==> src/hw/rtl/ogrm_pkg.sv <==
// ----------------------------------------------------------------------------
// Occupancy grid ray march package
// Shared types, constants and the CORDIC arctangent table for the ray march.
// ----------------------------------------------------------------------------
package ogrm_pkg;

    localparam int GRID_SIDE_DEFAULT     = 256;
    localparam int CORDIC_STAGES_DEFAULT = 16;

    // Angles are radians in Q.30, carried in a signed word wide enough for a
    // heading plus a full bearing offset.
    localparam int ANG_W = 38;

    localparam logic signed [ANG_W-1:0] ANG_PI          = 38'sd3373259426;
    localparam logic signed [ANG_W-1:0] ANG_TWO_PI      = 38'sd6746518852;
    localparam logic signed [ANG_W-1:0] ANG_HALF_PI     = 38'sd1686629713;
    localparam logic signed [ANG_W-1:0] CORDIC_GAIN_INV = 38'sd652032874;

    localparam logic signed [7:0] HIT_LEVEL = 8'sd50;
    localparam logic [22:0]       MIN_CELL  = 23'd328;

    // Result codes.
    localparam logic [1:0] OUTCOME_HIT      = 2'd0;
    localparam logic [1:0] OUTCOME_LEFT_MAP = 2'd1;
    localparam logic [1:0] OUTCOME_RANGE    = 2'd2;
    localparam logic [1:0] OUTCOME_NO_MAP   = 2'd3;

    // Operation codes.
    localparam logic OP_WRITE = 1'b0;
    localparam logic OP_CAST  = 1'b1;

    // Configuration register indexes.
    localparam int CFG_IDX_W = 3;
    localparam logic [CFG_IDX_W-1:0] CFG_MAP_WIDTH       = 3'd0;
    localparam logic [CFG_IDX_W-1:0] CFG_MAP_HEIGHT      = 3'd1;
    localparam logic [CFG_IDX_W-1:0] CFG_ORIGIN_X        = 3'd2;
    localparam logic [CFG_IDX_W-1:0] CFG_ORIGIN_Y        = 3'd3;
    localparam logic [CFG_IDX_W-1:0] CFG_CELL_SIZE       = 3'd4;
    localparam logic [CFG_IDX_W-1:0] CFG_CELLS_PER_METER = 3'd5;
    localparam logic [CFG_IDX_W-1:0] CFG_RANGE_LIMIT     = 3'd6;

    typedef struct packed {
        logic               op;
        logic [15:0]        cell_address;
        logic signed [7:0]  cell_occupancy;
        logic signed [31:0] robot_x;
        logic signed [31:0] robot_y;
        logic signed [15:0] quat_x;
        logic signed [15:0] quat_y;
        logic signed [15:0] quat_z;
        logic signed [15:0] quat_w;
        logic signed [15:0] bearing;
    } in_word_t;

    typedef struct packed {
        logic [1:0]         outcome;
        logic signed [31:0] goal_x;
        logic signed [31:0] goal_y;
        logic [7:0]         hit_column;
        logic [7:0]         hit_row;
    } out_word_t;

    typedef struct packed {
        logic start;
        logic vectoring;
    } cordic_ctl_t;

    // atan(2^-i) in Q.30, truncated.
    function automatic logic signed [ANG_W-1:0] atan_entry(input logic [4:0] idx);
        logic signed [ANG_W-1:0] v;
        case (idx)
            5'd0:    v = 38'sd843314856;
            5'd1:    v = 38'sd497837829;
            5'd2:    v = 38'sd263043836;
            5'd3:    v = 38'sd133525158;
            5'd4:    v = 38'sd67021686;
            5'd5:    v = 38'sd33543515;
            5'd6:    v = 38'sd16775850;
            5'd7:    v = 38'sd8388437;
            5'd8:    v = 38'sd4194282;
            5'd9:    v = 38'sd2097149;
            5'd10:   v = 38'sd1048575;
            5'd11:   v = 38'sd524287;
            5'd12:   v = 38'sd262143;
            5'd13:   v = 38'sd131071;
            5'd14:   v = 38'sd65535;
            5'd15:   v = 38'sd32767;
            5'd16:   v = 38'sd16383;
            5'd17:   v = 38'sd8191;
            5'd18:   v = 38'sd4095;
            5'd19:   v = 38'sd2047;
            5'd20:   v = 38'sd1023;
            5'd21:   v = 38'sd511;
            5'd22:   v = 38'sd255;
            5'd23:   v = 38'sd127;
            default: v = '0;
        endcase
        return v;
    endfunction

endpackage

==> src/hw/rtl/ogrm_cordic.sv <==
// ----------------------------------------------------------------------------
// Iterative CORDIC unit
// One micro-rotation per cycle, in vectoring (atan2) or rotation (sin/cos) mode.
// ----------------------------------------------------------------------------
module ogrm_cordic #(
    parameter int STAGES = ogrm_pkg::CORDIC_STAGES_DEFAULT
) (
    input  logic                              aclk,
    input  logic                              aresetn,
    input  ogrm_pkg::cordic_ctl_t             ctl,
    input  logic signed [ogrm_pkg::ANG_W-1:0] x_in,
    input  logic signed [ogrm_pkg::ANG_W-1:0] y_in,
    input  logic signed [ogrm_pkg::ANG_W-1:0] z_in,
    output logic                              done,
    output logic signed [ogrm_pkg::ANG_W-1:0] x_out,
    output logic signed [ogrm_pkg::ANG_W-1:0] y_out,
    output logic signed [ogrm_pkg::ANG_W-1:0] z_out
);
    import ogrm_pkg::*;

    localparam int IT_W = $clog2(STAGES);

    logic signed [ANG_W-1:0] x_reg, y_reg, z_reg;
    logic signed [ANG_W-1:0] x_next, y_next, z_next;
    logic signed [ANG_W-1:0] xs, ys, at;
    logic [IT_W-1:0]         iter_reg;
    logic                    run_reg, vec_reg, done_reg, ccw;

    always_comb begin
        xs  = x_reg >>> iter_reg;
        ys  = y_reg >>> iter_reg;
        at  = atan_entry(5'(iter_reg));
        // Vectoring drives y toward zero; rotation drives the residual angle to zero.
        ccw = vec_reg ? !(y_reg > 0) : (z_reg >= 0);
        if (ccw) begin
            x_next = x_reg - ys;
            y_next = y_reg + xs;
            z_next = z_reg - at;
        end else begin
            x_next = x_reg + ys;
            y_next = y_reg - xs;
            z_next = z_reg + at;
        end
    end

    always_ff @(posedge aclk) begin
        if (!aresetn) begin
            run_reg  <= 1'b0;
            done_reg <= 1'b0;
            iter_reg <= '0;
            vec_reg  <= 1'b0;
        end else begin
            done_reg <= 1'b0;
            if (ctl.start) begin
                run_reg  <= 1'b1;
                iter_reg <= '0;
                vec_reg  <= ctl.vectoring;
            end else if (run_reg) begin
                if (iter_reg == IT_W'(STAGES - 1)) begin
                    run_reg  <= 1'b0;
                    done_reg <= 1'b1;
                end else begin
                    iter_reg <= iter_reg + 1'b1;
                end
            end
        end
    end

    always_ff @(posedge aclk) begin
        if (ctl.start) begin
            x_reg <= x_in;
            y_reg <= y_in;
            z_reg <= z_in;
        end else if (run_reg) begin
            x_reg <= x_next;
            y_reg <= y_next;
            z_reg <= z_next;
        end
    end

    assign done  = done_reg;
    assign x_out = x_reg;
    assign y_out = y_reg;
    assign z_out = z_reg;

endmodule
==> config.mk <==
export PLATFORM = sky130hd
export DESIGN_NAME = ogrm_cordic
export DESIGN_NICKNAME = d
export VERILOG_FILES = /design/src/hw/rtl/ogrm_pkg.sv /design/src/hw/rtl/ogrm_cordic.sv
export SDC_FILE = /design/constraint.sdc
export NUM_CORES = 1
export LEC_CHECK = 0
export BUFFER_PORTS_ARGS = -buffer_cell sky130_fd_sc_hd__buf_2
export CAP_MARGIN = 5
export CORE_MARGIN = 3
export CORE_UTILIZATION = 46
export CTS_BUF_LIST = sky130_fd_sc_hd__clkbuf_16
export CTS_CLUSTER_DIAMETER = 100
export DETAILED_ROUTE_END_ITERATION = 16
export GPL_ROUTABILITY_DRIVEN = 0
export PLACE_DENSITY = 0.66
export SYNTH_ARGS = -nofsm -noshare
export SYNTH_HDL_FRONTEND = slang
export SYNTH_SLANG_ARGS = --single-unit
==> constraint.sdc <==
create_clock -name aclk -period 6.8 [get_ports aclk]
set_input_delay 0.34 -clock aclk [delete_from_list [all_inputs] [get_ports aclk]]
set_output_delay 0.34 -clock aclk [all_outputs]
set_load 0.05 [all_outputs]
# [After elaboration in Yosys (flattened, before gate mapping)]
# Memory sizes are Yosys's and may differ from the RTL's. A register that Yosys moved wholly into a read port is not among the register bits.
# Index checks and enable logic that the tools add are counted.
[word_totals] reg_bits=121 latch_bits=0 ram_bits=0 mem_bits_ro=480 output_inout_bits=115 wordCells=44 mem_count=1
[classes] addsub=7 mul=0 n_div=0 magnitude_cmp=2 eq_ne=1 n_shift=2 muxes=16 n_bitwise=3 reduce_logical=5
[memory_table] memory="(name not given)" words=16 width=30 rd=1 rd_clocked_by_memory_dff=1 wr=0 line="ogrm_pkg.sv:71" rtl="case (idx)"
[op_table] op="38-bit 2-to-1 mux" n=9
[op_table] op="38-bit adder" n=3
[op_table] op="38-bit subtractor" n=3
[op_table] op="38-bit by 4-bit >>> shifter with 38-bit output" n=2
[op_table] op="38-bit by 1-bit >= comparator with 1-bit output, second input constant" n=1
[op_table] op="38-bit by 1-bit > comparator with 1-bit output, second input constant" n=1
[op_table] op="4-bit 2-to-1 mux" n=2
[op_table] op="1-bit 2-to-1 mux" n=5
[op_table] op="4-bit by 1-bit adder with 4-bit output, second input constant" n=1
[op_table] op="4-bit == test, second input constant" n=1
[op_table] op="1-bit inverter" n=3
[op_table] op="3-bit OR reduction" n=1
[op_table] op="2-bit AND reduction" n=1
[op_table] op="2-bit nonzero test" n=1
[op_table] op="2-bit OR reduction" n=1
[op_table] op="1-bit zero test" n=1

# [Longest topological paths before layout]
# Gate-level depths: netlist of the first run.
[logic_depth] ltp_word=6 ltp_mapped=30 depth_no_buf=25

# [Worst setup path before layout of the first run]
# OpenSTA, ideal clock, no wires.
[synth_path] path_kind="register to register" start="reg iter_reg[3]" end="reg y_reg[36], in the netlist y_out[36] (data pin)" setup_ps=267 t_arrival_ps=5700 path_slack_ps=834 path_stages_with_launch=27 period_less_slack_ps=5966 cell_sequence="dfxtp_1 -> clkbuf_1 -> buf_1 -> clkbuf_1 -> buf_1 -> clkbuf_1 -> clkbuf_1 -> buf_1 -> nand2_1 -> o21ai_0 -> ha_1 -> inv_1 -> or3_4 -> nor3_4 -> a21oi_1 -> xnor2_1 -> ha_1 -> and2_1 -> a221oi_1 -> o21ai_0 -> a221o_1 -> a21oi_1 -> o21bai_1 -> o221ai_1 -> o21ai_0 -> xnor2_1 -> o21ai_0"
[synth_between] elab_chain_cells=5 word_cells_on_any_way=6 cone_classes="add/sub: 2; shift: 1; mux: 3"
[synth_lines] item="start: declaration" line="ogrm_cordic.sv:26" rtl="logic [IT_W-1:0] iter_reg;"
[synth_lines] item="start signal: assignment" line="ogrm_cordic.sv:63" rtl="iter_reg <= iter_reg + 1'b1;"
[synth_lines] item="38-bit by 4-bit >>> shifter with 38-bit output *" line="ogrm_cordic.sv:30" rtl="xs = x_reg >>> iter_reg;"
[synth_lines] item="38-bit subtractor or 38-bit adder (tied branches)" line="ogrm_cordic.sv:41, ogrm_cordic.sv:37"
[synth_lines] item="38-bit 2-to-1 mux *" line="ogrm_cordic.sv:35" rtl="if (ccw) begin"
[synth_lines] item="38-bit 2-to-1 mux *" line="ogrm_cordic.sv:74" rtl="end else if (run_reg) begin"
[synth_lines] item="38-bit 2-to-1 mux *" line="ogrm_cordic.sv:70" rtl="if (ctl.start) begin"
[synth_lines] item="end signal: assignment" line="ogrm_cordic.sv:72" rtl="y_reg <= y_in;"
[synth_lines] item="end signal: assignment" line="ogrm_cordic.sv:76" rtl="y_reg <= y_next;"
[synth_lines] item="end: declaration" line="ogrm_cordic.sv:23" rtl="logic signed [ANG_W-1:0] x_reg, y_reg, z_reg;"
# Every way passes the cells marked *; elsewhere a longest branch is shown, timed or not. The select of a mux whose other input is x is not followed.
# A chain may end at the register's enable or synchronous reset.

# [Worst setup path in the final report of the first run]
[layout_path] start="reg iter_reg[0]" end="reg y_reg[36], in the netlist y_out[36] (data pin)"
# The elaborated chain is that of the path after synthesis.

==> results of run 1 <==
==> per-layer routing <==
metal / GRT usage [%] / share of wire [%] / vias up
met5: 0 / 0.059 / -
met4: 10.4 / 3.6 / 6
met3: 4.40 / 6.8 / 124
met2: 47.6 / 49 / 730
met1: 34.3 / 41 / 8500
li1: - / - / 8583
==> path summary, 6_finish.rpt <==
kind / to / cells after the start / startpoint
hold reg to reg: done / 2 / run_reg
hold / removal: run_reg / 2 / aresetn
setup reg to reg: y_out[36] / 19 / iter_reg[0]
setup / recovery: y_out[36] / 19 / iter_reg[0]
==> through the flow <==
step	worst slack, ns	std cells	util, %	hold WS (ns)	area (um2)
after CTS	0.635	2914	52.3	0.118	20400
after detailed placement	0.672	2882	50.9	0.488	19900
after floorplan	0.834	2228	-	0.456	18300
after global placement	0.858	2882	50.9	0.485	19900
final	0.574	2915	52.4	0.137	20400
after global routing	0.0973	2915	52.4	0.140	20400
==> cells in the mapped netlist, types with 9 or more instances <==
cell type and n:
buf_1 19, mux2_2 44, and2_1 20, buf_2 16
a211oi_1 18, a21boi_0 9, dfxtp_1 36, xnor2_1 110
nor2b_1 20, nor3_1 38, or3_1 9, inv_1 61
nor4_1 15, edfxtp_1 114, xor2_1 78, nand3_1 35
a21o_1 52, o21a_1 27, clkbuf_1 73, nor2_1 143
ha_1 124, mux4_2 57, o31ai_1 25, mux2i_1 80
o21bai_1 28, nand2b_1 29, o21ai_0 218, nand4_1 11
a31oi_1 30, o211ai_1 16, nand2_1 319, a21oi_1 179
and3_1 17
==> critical path, delay by kind of cell (launching register included) <==
kind	cells	cell delay, ns
XOR/XNOR	2	0.28
buffers and inverters	1	0.30
AND/OR/NAND/NOR	4	1.16
flip-flops	1	0.70
AO/OA/AOI/OAI	10	2.64
multiplexers	1	0.52
adder cells (fa/ha/maj)	1	0.31
==> cell type report <==
class | count | share of cell area (%)
tap | 518 | 3.17
sequential | 150 | 20.3
clock inverter | 14 | 0.453
inverter | 64 | 1.18
multi-input combinational | 1894 | 65.7
clock buffer | 18 | 2.21
timing repair buffer | 257 | 6.95
==> cell families after synthesis <==
kind of cell	count (synthesis)	share of synthesized area (%)
buf+inv	184	4.25
fa+ha+maj	127	8.79
simple gates	690	17.1
mux	182	14.2
flops	150	22.6
xor+xnor	188	8.98
compound gates	707	24.0
==> repair_timing <==
item                                   in CTS  in global routing
gates resized for setup                     0                  1
endpoints found under the hold margin       0                  0
buffers inserted                            0                  1
setup endpoints to repair                   0                  2
==> key figures, run 1 <==
Setup path
  • Most used cell, CP: o21ai_0
  • R2R setup slack: ~0.57 ns
  • Critical Path RT: 6.96 ns
  • Worst-path fanout max: 38
  • Crit path DAT: 6.39 ns
  • Startpoint Class: register
  • Cell Chain, Critical Path: inv_2 -> mux4_2 -> a222oi_1 -> nand4_1 -> nor3_1 -> nand2_1 -> o21ai_0 -> xnor2_1 -> ha_1 -> and2_1 -> a221oi_1 -> o21ai_0 -> a221o_1 -> a21oi_1 -> o21bai_1 -> o221ai_1 -> o21ai_0 -> xnor2_1 -> o21ai_0
  • Crit path kind: register to register
  • CP max stage delay: roughly 0.7 ns
  • CP max-delay cell: dfxtp_4
  • Endpoint class of the critical path: register

Synthesis
  • Post-synth EDFFs: approximately 110
  • Syn. warnings: 0
  • Syn Nets: around 2.5k
  • Ys async rst share: 0%
  • Area of the mapped netlist: around 18000 um2
  • Primary FF master, synth: edfxtp_1
  • Top cells by area, synth: edfxtp_1, ha_1, mux4_2
  • Synth Instances: ~2.2k
  • Sequential share of the synthesized area: 22.6%
  • Area share of the largest cell type after synthesis: 18.7%
  • FF+latch count, synth: 150
  • Avg Cell Area, Syn: roughly 8.2 um2
  • Cell taking the most area after synthesis: edfxtp_1
  • Synth cell types: 81

Hold path
  • Hold Crit Class: input port to register

Clock tree
  • Clock buffer depth: 2
  • Hold Buf Count CTS: 0
  • H-tree depth: 4
  • Sink Count: 150
  • CTS tree: yes
  • Clock tree root buffer cell: clkbuf_16
  • Worst skew pair latency: 0.46 ns
  • Worst-path clk slew: roughly 0.070 ns
  • CTS buffer count: 17

Die
  • Ports: ~230
  • Die W: 206 um
  • Starting Density: between 40% and 50%
  • Placement Rows: a little over 70
  • Die ar.: between 40000 and 50000 um2
  • Die height: about 200 um
  • Core box area: just under 40000 um2

Route
  • Via density: 6.16
  • WL final: just under 60000 um
  • Avg WL per Cell: about 20 um
  • Antenna-violating nets left: 0
  • Via count of the routed design: ~18k
  • DRC: 0
  • Iter 0 DRT Violations: between 1.5k and 2k
  • Drt pass-1 iters: 6

GRT
  • Initial antenna violation count: 3
  • Total global-route track usage: between 20% and 30%
  • Number of global-route vias before repair: roughly 17k
  • Largest net degree at the start of global routing: 93
  • GRT overflow: 0
  • Global-route wire length before repair: slightly above 90000 um

Run status
  • Outcome: finished, final reports clean

Timing
  • Worst Tran Pin Value: 1.07 ns
  • Final TNS setup: 0 ns
  • Fraction of the cycle the final worst path needs: 91.6%
  • # setup viols final: 0
  • Slew HR: ~29%
  • Final Hold Viols: 0
  • Unrepaired setup endpoints after global routing: no
  • Min Tclk post-route: slightly above 6 ns
  • Max Slew Vio Count: 0
  • Fmax: about 160 MHz
  • Clock skew: about 0.015 ns

Placed design
  • Post-detail-place hpwl: roughly 46000 um
  • Port bufs: around 230

Layout
  • N_diodes: 0
  • Register Area: 4150 um2
  • Layout cell share with drive strength beyond 1: 17.3%
  • Multi-input logic area: around 13000 um2
  • Nets: 2629
  • Most common cell after layout, fill and taps aside: nand2_1
  • Most frequent cells in the layout: nand2_1, buf_2, o21ai_0, a21oi_1, nor2_1
  • Area delta synth->final: 11.4%
  • Fillers: roughly 3.7k

Run
  • MaxCap Viol Count: 0
Power of run 1 is left out: the tool's default activity adds up to more than one toggle a clock period on the data nets, which glitch-free logic cannot reach.
==> inputs of run 2 (changes only) <==
Settings changed: ABC_AREA set to 1, PLACE_DENSITY 0.66 to 0.65.
==> run 2 against run 1 <==
Design area increased by 7.2%. First-iteration DRC count up 46%. Final cell count grew 37%. Synthesized area is 8.3% higher. Maximum frequency is 5.2% higher. Sequential share of layout area down 1.4 points. Hold slack got worse by 0.020 ns. Sequential cell count unchanged. Utilization down 0.65 points. Critical path type unchanged. Critical endpoint is now y_out[35]. Largest cell class unchanged. Highest routed layer is now met4.
==> key figures, run 2 <==
Run status
  • Outcome: finished, final reports clean

Synthesis
  • Top cells by area, synth: nand2_1, edfxtp_1, nand3_1
  • Synth cell count leaders: nand2_1, nand3_1, inv_1
  • Area share of the largest cell type after synthesis: 17.6% (-1.0 points)
  • Area of the mapped netlist: 19800 um2 (+8.3%)
  • Most common cell in the netlist: nand2_1
  • Synth cell types: 46 (-43%)
  • Avg Cell Area, Syn: 6.09 um2 (-26%)
  • Synth Instances: 3259 (+46%)
  • Primary FF master, synth: edfxtp_1
  • FF+latch count, synth: 150 (unchanged)
  • Syn Nets: 3504 (+42%)
  • Sequential share of the synthesized area: 20.9% (-1.7 points)
  • Post-synth EDFFs: 114 (unchanged)
  • Ys async rst share: 0% (unchanged)
  • Syn. warnings: 0 (unchanged)
  • Cell taking the most area after synthesis: nand2_1

Clock tree
  • CTS tree: yes
  • Hold Buf Count CTS: 0 (unchanged)
  • Sink Count: 150 (unchanged)
  • Clock tree root buffer cell: clkbuf_16
  • CTS buffer count: 17 (unchanged)
  • Postcts setup bufs: 0 (unchanged)
  • Worst-path clk slew: 0.07 ns (about the same)
  • Worst skew pair latency: 0.50 ns (+0.04 ns)
  • Post-CTS Resized: 0 (unchanged)
  • Clock buffer depth: 2 (unchanged)
  • H-tree depth: 4 (unchanged)

GRT
  • Largest net degree at the start of global routing: 87 (-6.5%)
  • Initial antenna violation count: 0 (-3)
  • Global-route wire length before repair: 114000 um (+23%)
  • Number of global-route vias before repair: 21.1k (+24%)
  • Total global-route track usage: 32.1% (+4.6 points)
  • GRT overflow: 0 (unchanged)

Layout
  • Layout cell share with drive strength beyond 1: 11.9% (-5.4 points)
  • N_diodes: 0 (unchanged)
  • Most common cell after layout, fill and taps aside: nand2_1
  • Nets: 3662 (+39%)
  • Most frequent cells in the layout: nand2_1, nand3_1, inv_1, nor2_1, buf_2
  • Area delta synth->final: 10.3%

Run
  • MaxCap Viol Count: 0 (unchanged)

Die
  • Die ar.: 45700 um2 (+8.0%)
  • Starting Density: 46.9% (-0.090 points)
  • Die height: 214 um (+3.9%)
  • Ports: 233 (unchanged)
  • Placement Rows: 75 (+4.2%)
  • Core box area: 42300 um2 (+8.5%)
  • Die W: 214 um (+3.9%)

Timing
  • Slew HR: 20.3% (-8.4 points)
  • Max Slew Vio Count: 0 (unchanged)
  • Min Tclk post-route: 5.92 ns (-0.306 ns)
  • Final TNS setup: 0 ns (unchanged)
  • Unrepaired setup endpoints after global routing: no
  • # setup viols final: 0 (unchanged)
  • Clock skew: 0.0158 ns (+0.00107 ns)
  • Worst Tran Pin Value: 1.20 ns (+0.129 ns)
  • Fmax: 169 MHz (+5.2%)
  • Fraction of the cycle the final worst path needs: 87.1% (-4.5 points)
  • Final Hold Viols: 0 (unchanged)

Setup path
  • Crit path DAT: 6.13 ns (-0.26 ns)
  • Startpoint Class: register
  • Critical Path RT: 7.01 ns (+0.05 ns)
  • Crit path kind: register to register
  • Endpoint class of the critical path: register
  • Worst-path fanout max: 68 (+79%)

Placed design
  • Port bufs: 232 (unchanged)
  • Post-detail-place hpwl: 60200 um (+30%)

Hold path
  • Hold Crit Class: input port to register

Route
  • Antenna-violating nets left: 0 (unchanged)
  • Via density: 5.69 (-7.6%)
  • DRC: 0 (unchanged)
  • Avg WL per Cell: 18.6 um (-9.0%)
  • Iter 0 DRT Violations: 2346 (+46%)
  • WL final: 74600 um (+25%)
  • Via count of the routed design: 22.8k (+27%)
  • Drt pass-1 iters: 6 (unchanged)
==> run 2: worst max-delay path, cell delays in order (launching register included) <==
cell and delay (ns):
dfxtp_2 0.33, inv_2 0.83, buf_4 0.31, nand3_1 0.11
nand3_1 0.08, nand2_1 0.09, nand2_1 0.07, nand2_1 0.11
inv_1 0.08, ha_1 0.13, inv_1 0.06, nor2_2 0.33
nand3_2 0.17, nor3_2 0.32, nand3_1 0.22, nand2_1 0.10
nand3_1 0.07, nand2_1 0.08, inv_1 0.05, ha_1 0.38
nand2_1 0.11, nor2_1 0.20, inv_1 0.10, nor4_1 0.55
nand3_1 0.20, nand3_1 0.26, xnor2_1 0.15, o21ai_0 0.09
==> run 2: cell families after synthesis <==
logic type / count (synthesis) / synth area share [%]
adders and majority gates: 127 / 8.12
buffers and inverters: 446 / 9.32
xor gates and xnor gates: 131 / 5.78
DFF: 150 / 20.9
AOI/OAI and AO/OA: 490 / 13.7
and+or+nand+nor: 1915 / 42.2
==> run 2: area by class of cell <==
cell class | instances | area [um2]
clock buffer | 18 | 450
clock inverter | 14 | 154
fill | 4505 | 20400
inverter | 339 | 1280
multi-input combinational | 2663 | 13900
sequential | 150 | 4150
tap | 577 | 722
timing repair buffer | 246 | 1270
==> run 2: metal layers <==
layer / GRT usage, % / up-vias / share of wire, %
met5: 0 / - / 0
met4: 18.2 / 0 / 6.0
met3: 5.40 / 191 / 7.4
met2: 53.5 / 1028 / 46
met1: 39.4 / 10355 / 40
li1: - / 11212 / -
==> run 2: worst paths after layout <==
| path | startpoint | to | slack [ns] | cells after the start |
|---|---|---|---|---|
| worst max-delay path | iter_reg[1] | y_out[35] | 0.88 | 27 |
| worst min-delay path | z_in[8] | z_out[8] | 0.12 | 3 |
| worst max register to register | iter_reg[1] | y_out[35] | 0.88 | 27 |
| worst min register to register | vec_reg | vec_reg | 0.52 | 2 |
==> run 2: per-stage QoR <==
stage | hold WS [ns] | std cells | area, um2 | utilization (%) | worst slack [ns]
floorplan | 0.449 | 3259 | 19800 | - | 2.66
global placement | 0.491 | 3975 | 21300 | 50.3 | 1.23
detailed placement | 0.498 | 3975 | 21300 | 50.3 | 1.21
CTS | 0.0802 | 4007 | 21900 | 51.7 | 1.18
global route | 0.110 | 4007 | 21900 | 51.7 | 0.487
finish | 0.117 | 4007 | 21900 | 51.7 | 0.880
Power of run 2 is left out for the same reason.
